==> src/rtl/tl3d_pkg.sv <==
// Shared types and constants for the 3D turtle line interpreter.
// No dependencies; every other file of the block imports this package.
`timescale 1ns / 1ps

package tl3d_pkg;

  // Default configuration of the block
  localparam int STACK_DEPTH_DEF     = 16;
  localparam int COORD_FRAC_BITS_DEF = 16;
  localparam int DIR_FRAC_BITS_DEF   = 16;

  // Coordinate word and the widths used for a move step
  localparam int COORD_W = 32;
  localparam int STEP_W  = 48;
  localparam int SUM_W   = STEP_W + 1;

  // Command symbols (ASCII)
  localparam logic [7:0] SYM_YAW_POS   = 8'h2B;  // '+'
  localparam logic [7:0] SYM_YAW_NEG   = 8'h2D;  // '-'
  localparam logic [7:0] SYM_PITCH_POS = 8'h5E;  // '^'
  localparam logic [7:0] SYM_PITCH_NEG = 8'h26;  // '&'
  localparam logic [7:0] SYM_ROLL_NEG  = 8'h5C;  // backslash
  localparam logic [7:0] SYM_ROLL_POS  = 8'h2F;  // '/'
  localparam logic [7:0] SYM_TURN      = 8'h7C;  // '|'
  localparam logic [7:0] SYM_PUSH      = 8'h28;  // '('
  localparam logic [7:0] SYM_POP       = 8'h29;  // ')'

  // Configuration register indexes
  localparam logic CFG_COS = 1'b0;
  localparam logic CFG_SIN = 1'b1;

  // Stack control and status
  typedef struct packed {
    logic clear;
    logic push;
    logic pop;
  } stk_ctl_t;

  typedef struct packed {
    logic empty;
    logic full;
  } stk_st_t;

endpackage

==> src/rtl/tl3d_rot_lane.sv <==
// One component lane of a plane rotation: (p,q) -> (p*c + q*s, q*c - p*s),
// with s negated on request; rounded half up and saturated. Uses tl3d_pkg.
`timescale 1ns / 1ps

module tl3d_rot_lane import tl3d_pkg::*; #(
  parameter int DIR_FRAC_BITS = DIR_FRAC_BITS_DEF
) (
  input  logic signed [DIR_FRAC_BITS+1:0] p,
  input  logic signed [DIR_FRAC_BITS+1:0] q,
  input  logic signed [DIR_FRAC_BITS+1:0] c,
  input  logic signed [DIR_FRAC_BITS+1:0] s,
  input  logic                            neg,
  output logic signed [DIR_FRAC_BITS+1:0] p_rot,
  output logic signed [DIR_FRAC_BITS+1:0] q_rot
);

  localparam int DIR_BITS = DIR_FRAC_BITS + 2;
  localparam int PW       = 2 * DIR_BITS;
  localparam int RW       = PW + 2;

  localparam logic signed [RW-1:0] RND =
    {{(RW-DIR_FRAC_BITS){1'b0}}, 1'b1, {(DIR_FRAC_BITS-1){1'b0}}};
  localparam logic signed [RW-1:0] DMAX = {{(RW-DIR_BITS+1){1'b0}}, {(DIR_BITS-1){1'b1}}};
  localparam logic signed [RW-1:0] DMIN = ~DMAX;

  logic signed [PW-1:0] pc, qs, qc, ps;
  logic signed [PW:0]   sum_p, sum_q;
  logic signed [RW-1:0] rnd_p, rnd_q, sh_p, sh_q;

  assign pc = p * c;
  assign qs = q * s;
  assign qc = q * c;
  assign ps = p * s;

  always_comb begin
    sum_p = neg ? ((PW+1)'(pc) - (PW+1)'(qs)) : ((PW+1)'(pc) + (PW+1)'(qs));
    sum_q = neg ? ((PW+1)'(qc) + (PW+1)'(ps)) : ((PW+1)'(qc) - (PW+1)'(ps));
    rnd_p = RW'(sum_p) + RND;
    rnd_q = RW'(sum_q) + RND;
    sh_p  = rnd_p >>> DIR_FRAC_BITS;
    sh_q  = rnd_q >>> DIR_FRAC_BITS;

    if (sh_p > DMAX)      p_rot = DMAX[DIR_BITS-1:0];
    else if (sh_p < DMIN) p_rot = DMIN[DIR_BITS-1:0];
    else                  p_rot = sh_p[DIR_BITS-1:0];

    if (sh_q > DMAX)      q_rot = DMAX[DIR_BITS-1:0];
    else if (sh_q < DMIN) q_rot = DMIN[DIR_BITS-1:0];
    else                  q_rot = sh_q[DIR_BITS-1:0];
  end

endmodule

==> config.mk <==
export PLATFORM = sky130hd
export DESIGN_NAME = tl3d_rot_lane
export DESIGN_NICKNAME = d
export VERILOG_FILES = /design/src/rtl/tl3d_pkg.sv /design/src/rtl/tl3d_rot_lane.sv
export SDC_FILE = /design/constraint.sdc
export NUM_CORES = 2
export LEC_CHECK = 0
export BUFFER_PORTS_ARGS = -buffer_cell sky130_fd_sc_hd__buf_4
export CORE_ASPECT_RATIO = 1.1
export CORE_UTILIZATION = 30
export DETAILED_ROUTE_END_ITERATION = 8
export PLACE_DENSITY_LB_ADDON = 0.3
export SLEW_MARGIN = 20
export SYNTH_ARGS = -nofsm -noshare
export SYNTH_HDL_FRONTEND = slang
export SYNTH_SLANG_ARGS = --single-unit
==> constraint.sdc <==
create_clock -name vclk -period 14.6
set_clock_uncertainty 0.05 [all_clocks]
set_input_delay 0.73 -clock vclk [all_inputs]
set_output_delay 0.73 -clock vclk [all_outputs]
set_load 0.1 [all_outputs]
==> impl_results.md <==
- Initial drt markers: 2333
- Cells after Synth: 6245
- Mean post-synth cell area: just under 9 µm²
- Synth Net Count: 8081
- Final net count: 7890
- Synth area leaders: fa_1 (49%), ha_1 (10%), inv_1 (9.8%)
- XOR/XNOR Fraction of Synth Area: 0.04734
- Critical path class: input port to primary output
- # rows: between 150 and 200
- Crit-path max cell delay: 0.81 ns
- Seq Cell Count: 0
- Final min period: 13.10 ns
- Critical path fanouts, max: 36
- Antenna violations before repair: 8
- Final RePlAce weighted congestion: about 0.84
- CP startpoint kind: input port
- ANT nets after route: 0
- Yosys top cell area share: 0.4860
- Total die area: 0.1824 mm²
- Die Span X: 407.3 µm
- Setup violations, final: 0
- Crit-path most repeated cell: fa_1
- Synth area leader: fa_1
- IO Count: between 100 and 150
- Clock buffers: 0
- Port Buf Inserts: ~110
- GRT overflow: 0
- Initial Util: 0.3020
- Vias in the first global route: 43620
- Slew @ Worst Pin: roughly 1.0 ns
- Fmax: approximately 76 MHz
- HPWL Detailed: ~120000 µm
- WL final: 147600 µm
- Synth-to-Final Area Change: 4.974%
- CP delay by family, top: compound AO/OA/AOI/OAI gates
- Largest net degree at the start of global routing: 40
- Drt first pass iters: 5
- Relative slew slack: 0.3173
- Mux cell area share after synthesis: 0.001408
- Fill count: about 19000
- Layout cells sized above 1: 0.02445
- Total core area: 0.1795 mm²
- WL/cell: around 17 µm
- Tcrit/Tclk final: 0.8972
- First-pass GRT wire length: 242600 µm
- WP buf/inv: 6
- Outcome: completed
- Arr. time, crit path: approximately 12 ns
- Final TNS setup: 0 ns
- Hold_sp: neg
- Hold buffers post-CTS: 0
- Synth Cell Area: ~0.054 mm²
- Vias per cell: 4.799
- Hold crit path type: input port to primary output
- RSZ-0062 raised after global routing: false
- Crit path max-delay cell type: o32ai_2
- Max Slew Vio Count: 0
- Total track usage: 0.1663
- Fraction of the mapped netlist area in compound gates: 0.07555
- Post-CTS sizing: 0
- Total number of vias: ~40000
- Setup bufs post-CTS: 0
- Adder-Cell Fraction of Synth Area: 0.5894
- Critical path endpoint category: primary output
- Seq/Total Area, Yosys: 0
- CP required: about 14 ns
- CP startpoint: q[6]
- Die Span Y: approximately 450 µm
- Reg area: 0 µm²
- Post-synthesis cell type count: 92
- Synth warnings: 0
- Simple-gate share of the synthesized area: 0.1662
- Max-Cap Viols: 0
- Main combinational cell family by area after synthesis: adder cells
- Hold Vio Cnt, Final: 0
- DRC violations left: 0
==> cell usage after synthesis, drive strengths merged (7+ instances only) <==
library cell / number
buf: 14
a2111oi: 10
o31ai: 19
or2: 7
nor3b: 10
o21bai: 31
nor3: 39
nor4: 16
o21ai: 131
o211ai: 17
o21a: 31
inv: 1415
xor2: 93
a211oi: 34
nor2: 183
fa: 1316
and4: 10
clkbuf: 298
nand2: 785
a31oi: 26
a21o: 64
nand3: 33
nand2b: 67
and3: 16
or3: 8
a21oi: 189
xnor2: 197
o31a: 7
and2: 573
ha: 447
nor2b: 23
nand4: 28
==> logic make-up (layout without fill, tap and decap cells) <==
family / Yosys count / after routing
compound gates: 633 / 633
other cells: 0 / 2
buf+inv: 1727 / 1534
xor+xnor: 290 / 290
fa+ha+maj: 1764 / 1764
mux: 7 / 7
simple gates: 1824 / 1824
==> per-layer routing <==
| metal | track usage | wire length (µm) | vias to the layer above |
|---|---|---|---|
| met4 | 0.02608 | 2741 | 10 |
| met2 | 0.2844 | 71330 | 861 |
| met3 | 0.008735 | 6046 | 81 |
| met1 | 0.2352 | 67460 | 21280 |
| li1 | - | - | 18300 |
| met5 | 0 | 62 | - |
==> placed cells by master, fill, tap and decap left out, drive strengths merged, types with 119 or more instances in the layout <==
master and instances:
a21oi 189, and2 573, buf 119, fa 1316, ha 447, inv 1415
nand2 785, nor2 183, o21ai 131, xnor2 197
==> tightest hold or removal path, cell delays in order <==
cell and delay, ns:
buf_4 0.22, xnor2_1 0.17, o41ai_1 0.09, xnor2_1 0.17
xnor2_2 0.16, nor2b_1 0.06, buf_4 0.22
==> path summary, 6_finish.rpt <==
kind,end,cells past startpoint
setup / recovery,p_rot[8],36
hold / removal,p_rot[17],7
==> area by class of cell <==
cell class	instances	area [µm²]	area share
multi-input combinational	4518	47700	0.8383
timing repair buffer	119	893.4	0.01570
inverter	1415	5311	0.09334
antenna	2	5.005	0.00008795
tap	2392	2993	0.05260
==> stage by stage <==
step	hold WS (ns)	instances	setup WS (ns)	instance area, µm²	util
floorplan	2.378	6245	2.339	54210	-
global placement	2.472	8444	1.886	56890	0.3170
detailed placement	2.516	8444	1.716	56890	0.3170
CTS	2.505	8444	1.690	56890	0.3170
global route	2.593	8444	0.7913	56900	0.3170
finish	2.520	8446	1.500	56900	0.3171
