==> config.mk <==
export PLATFORM = sky130hd
export DESIGN_NAME = tl3d_stack
export DESIGN_NICKNAME = d
export VERILOG_FILES = /design/src/rtl/tl3d_pkg.sv /design/src/rtl/tl3d_stack.sv
export SDC_FILE = /design/constraint.sdc
export NUM_CORES = 2
export LEC_CHECK = 0
export BUFFER_PORTS_ARGS = -buffer_cell sky130_fd_sc_hd__buf_4
export CAP_MARGIN = 30
export CORE_MARGIN = 2
export CORE_UTILIZATION = 25
export DETAILED_ROUTE_END_ITERATION = 8
export PLACE_DENSITY = 0.38
export SLEW_MARGIN = 30
export SYNTH_ARGS = -nofsm -noshare
export SYNTH_HDL_FRONTEND = slang
export SYNTH_MEMORY_MAX_BITS = 65536
export SYNTH_SLANG_ARGS = --single-unit
==> constraint.sdc <==
create_clock -name clk -period 26.6 [get_ports clk]
set_input_delay 1.33 -clock clk [delete_from_list [all_inputs] [get_ports clk]]
set_output_delay 1.33 -clock clk [all_outputs]
set_load 0.05 [all_outputs]
==> src/rtl/tl3d_pkg.sv <==
// Shared types and constants for the 3D turtle line interpreter.
// No dependencies; every other file of the block imports this package.
`timescale 1ns / 1ps

package tl3d_pkg;

  // Default configuration of the block
  localparam int STACK_DEPTH_DEF     = 16;
  localparam int COORD_FRAC_BITS_DEF = 16;
  localparam int DIR_FRAC_BITS_DEF   = 16;

  // Coordinate word and the widths used for a move step
  localparam int COORD_W = 32;
  localparam int STEP_W  = 48;
  localparam int SUM_W   = STEP_W + 1;

  // Command symbols (ASCII)
  localparam logic [7:0] SYM_YAW_POS   = 8'h2B;  // '+'
  localparam logic [7:0] SYM_YAW_NEG   = 8'h2D;  // '-'
  localparam logic [7:0] SYM_PITCH_POS = 8'h5E;  // '^'
  localparam logic [7:0] SYM_PITCH_NEG = 8'h26;  // '&'
  localparam logic [7:0] SYM_ROLL_NEG  = 8'h5C;  // backslash
  localparam logic [7:0] SYM_ROLL_POS  = 8'h2F;  // '/'
  localparam logic [7:0] SYM_TURN      = 8'h7C;  // '|'
  localparam logic [7:0] SYM_PUSH      = 8'h28;  // '('
  localparam logic [7:0] SYM_POP       = 8'h29;  // ')'

  // Configuration register indexes
  localparam logic CFG_COS = 1'b0;
  localparam logic CFG_SIN = 1'b1;

  // Stack control and status
  typedef struct packed {
    logic clear;
    logic push;
    logic pop;
  } stk_ctl_t;

  typedef struct packed {
    logic empty;
    logic full;
  } stk_st_t;

endpackage

==> src/rtl/tl3d_stack.sv <==
// Frame stack of the turtle: the top frame and the one below it sit in
// registers, the full stack sits in a memory. Uses tl3d_pkg control types.
`timescale 1ns / 1ps

module tl3d_stack import tl3d_pkg::*; #(
  parameter int STACK_DEPTH = STACK_DEPTH_DEF,
  parameter int FRAME_W     = 3 * COORD_W + 9 * (DIR_FRAC_BITS_DEF + 2)
) (
  input  logic               clk,
  input  logic               rst,
  input  stk_ctl_t           ctl,
  input  logic [FRAME_W-1:0] push_frame,
  output stk_st_t            st,
  output logic [FRAME_W-1:0] pop_frame
);

  localparam int CW = $clog2(STACK_DEPTH + 1);
  localparam int AW = (STACK_DEPTH > 1) ? $clog2(STACK_DEPTH) : 1;

  logic [CW-1:0]      count;
  logic [CW-1:0]      count_eff;
  logic [CW-1:0]      count_next;
  logic [CW-1:0]      rd_ptr;
  logic [FRAME_W-1:0] mem [STACK_DEPTH];
  logic [FRAME_W-1:0] top_frame;
  logic [FRAME_W-1:0] below_frame;

  // a start request empties the stack before this beat's command
  assign count_eff = ctl.clear ? '0 : count;
  assign st.empty  = (count_eff == '0);
  assign st.full   = (count_eff == CW'(STACK_DEPTH));
  assign pop_frame = top_frame;

  // entry that becomes the one below the top after a pop
  assign rd_ptr = count_eff - CW'(3);

  always_comb begin
    count_next = count_eff;
    if (ctl.push)     count_next = count_eff + CW'(1);
    else if (ctl.pop) count_next = count_eff - CW'(1);
  end

  always_ff @(posedge clk) begin
    if (rst) begin
      count <= '0;
    end else begin
      count <= count_next;
    end
  end

  always_ff @(posedge clk) begin
    if (ctl.push) begin
      mem[count_eff[AW-1:0]] <= push_frame;
      top_frame              <= push_frame;
      below_frame            <= top_frame;
    end else if (ctl.pop) begin
      top_frame   <= below_frame;
      below_frame <= mem[rd_ptr[AW-1:0]];
    end
  end

endmodule

==> impl_results.md <==
* DRC violations left at 0
* DRT met1 WL at 280 mm
* Commonest non-fill, non-tap cell in the layout: edfxtp_1
* P_leak at approximately 66 nW
* Total global-route track usage at between 15 and 20%
* Most frequent cells in the layout: edfxtp_1, mux2i_1, buf_4, a21oi_1
* Crit path time final at about 6.5 ns
* Placer congestion estimate at a little over 0.7
* Antenna violations before repair at ~110
* Setup crit end: below_frame[149]
* Synthesized Nets at roughly 11000
* Core Area at approximately 700000 um^2
* Main flop type after synthesis: edfxtp_1
* Vias in the first global route at between 100k and 150k
* Seq/Total Area, Yosys at between 70% and 80%
* Non-Filler Instances at approximately 21000
* Vias at ~100k
* Die Wd at roughly 850 um
* Avg WL per Cell at slightly below 30 um
* Fill cells at 71100
* Peak Freq at approximately 150 MHz
* Post_cts resized at 0
* Clk_lat worst skew at roughly 1.1 ns
* Complex-gate fraction of the synthesized area at a little over a tenth
* Synthesized area at roughly 180000 um^2
* NumNets Final at 11100
* Final hold violations at 0
* Worst slew margin at a little under a fifth
* FFs w/ async S/R, synth at 0%
* Status: complete, no violations
* IO buf count at about 520
* Setup ws final at 20.08 ns
* Unrepaired setup endpoints after global routing: false
* Post-CTS Setup Inserts at 0
* Largest family of logic cells by synthesized area: compound AO/OA/AOI/OAI gates
* Cell count after placement at roughly 20000
* Max Buffers Root-to-Sink at 4
* WL met3 at between 20 and 30 mm
* Critical Path AT at 7.43 ns
* CTS Hold Bufs at 0
* Hold WC Path Type: reg2reg
* Cell row count at around 310
* CTS root buf: clkbuf_16
* Vias/cell at 4.88
* Htree depth at 6
* Post-synthesis adder-cell area fraction at 0%
* Syn Area/Cell at roughly 18 um^2
* FF-to-FF Start: count[0]
* Setup TNS at 0 ns
* Chip height at between 800 and 900 um
* Synth Area in XOR/XNOR at less than 1%
* Transition time of the tightest slew-check pin at 1.21 ns
* Area delta synth->final at 17.5%
* Crit path from: count[0]
* Source of the worst hold timing path: below_frame[26]
* Fraction of layout cells with a size suffix above 1 at 17.7%
* Met2 WL at between 200 and 300 mm
* Final setup violation count at 0
* Drt pass-1 iters at 8
* Final WL at about 600 mm
* Max Cap Viol at 0
* Simple-gate share of the synthesized area at about 2.5%
* Mux share of post-synthesis cell area at 7.51%
* Clock sink count at approximately 4600
* WP data required at 27.51 ns
* Placed cell area at 195000 um^2
* Pwr dens at 79.6 nW/um^2
* I/O pin total at 523
* Starting density of the core at between 20% and 30%
* Final instance area at 213000 um^2
* FF-to-FF path depth at 10
* Total CTS buffers at between 500 and 600
* Top Layer Used: met5
* Cell mode on critical path: buf_4
* Reg-to-reg setup timing slack at between 20 and 25 ns
* First-pass GRT wire length at between 800 and 900 mm
* Delay of the slowest critical-path stage at 0.85 ns
* Die Area at 730000 um^2
* Setup CP Type: reg2reg
* Largest net degree at the start of global routing at approximately 140
* Reg2reg end: below_frame[149]
* Worst IR drop on VDD at 0.0000670 V
* CTS tree: done
* Yosys cell types at 76
* Clock Skew at between 0.05 and 0.06 ns
* DP HPWL at about 320 mm
* Synth Instances at just over 10000
* Worst-path clk slew at approximately 0.060 ns
* Final period utilization at about a quarter
* Congestion Overflow GR at 0
* Slowest cell on crit path: nand2b_4
* Starting DRT DRC Count at 9300
* Crit end category: flip-flop
* Post-synth EDFFs at 4644
* Critical-path cell list: nand2b_4, buf_4, buf_4, buf_4, buf_12, buf_4, a2bb2oi_1, o22ai_1, a221o_1, a31oi_1
* Synthesis warning total at 0
* Final slew viol count at 0
* Synthesized flop and latch total at around 4600
* DP Worst Slack at a little under 20 ns
* Crit path max fanout at 102
* Startpoint types: flip-flop
* Final ANT Viol Nets at 0
==> flip-flops by register name, indices dropped and copies added, names as in the netlist <==
register	flops
pop_frame	258
mem	4128
below_frame	258
count	5
==> critical path, delay by kind of cell, from the launching register on <==
family | cells | cell delay [ns]
simple gates | 1 | 0.85
buf+inv | 5 | 3.58
flops | 1 | 0.68
compound gates | 4 | 0.86
==> how the worst min path moves through the flow <==
stage	slack (ns)	to	depth (start not counted)
final	0.52	pop_frame[26]	1
after global routing	0.48	mem[0][87]	1
after CTS	0.40	mem[3][138]	1
after detailed placement	0.53	pop_frame[223]	1
after global placement	0.53	pop_frame[220]	1
after floorplan	0.52	pop_frame[100]	1
==> synth_stat cells (all sizes together) (126+ instances only) <==
library cell / number / area [um^2]
nor2: 455 / 1720
a21oi: 572 / 2860
o221ai: 395 / 3460
a2bb2oi: 288 / 2520
mux2: 366 / 4130
mux2i: 915 / 9160
o22ai: 551 / 3450
buf: 463 / 2930
o21ai: 126 / 649
clkbuf: 314 / 1180
edfxtp: 4644 / 139000
nand2: 147 / 554
==> logic make-up (layout without fill, tap and decap cells) <==
kind of cell              count (synthesis)  in the layout
DFF                                    4649           4649
buffers and inverters                   805           1782
other                                     0             22
muxes                                  1294           1294
AOI/OAI and AO/OA                      2605           2605
xor gates and xnor gates                  4              4
and+or+nand+nor                         948            948
==> stage by stage <==
stage,hold WS (ns),power (mW),utilization (%)
final,0.519,16.9,29.5
after global routing,0.481,17.5,29.5
after CTS,0.405,17.1,29.4
after detailed placement,0.533,9.89,27.1
after global placement,0.527,9.87,27.1
after floorplan,0.525,9.30,-
==> layer usage <==
layer | vias to the layer above | GRT usage, %
met4 | 40 | 3.44
met1 | 54700 | 22.5
met5 | - | 0
met3 | 847 | 2.25
li1 | 43500 | -
met2 | 2839 | 27.2
==> power by group <==
part           total [mW]  leakage (nW)  internal, mW  switching, mW
registers            8.39          42.5          8.27          0.116
logic                1.33          15.0         0.397          0.929
clock network        7.21          8.23          4.10           3.11
==> cell type report <==
class | count | area (um^2) | share of cell area [%]
Timing Repair Buffer | 788 | 6570 | 3.09
Tap cell | 9577 | 12000 | 5.64
Clock buffer | 696 | 14300 | 6.74
Antenna cell | 22 | 55.1 | 0.0259
Multi-Input combinational cell | 4851 | 37300 | 17.6
Clock inverter | 270 | 2630 | 1.24
Sequential cell | 4649 | 140000 | 65.7
Inverter | 28 | 115 | 0.0542
(Power assumes the default switching activity.)
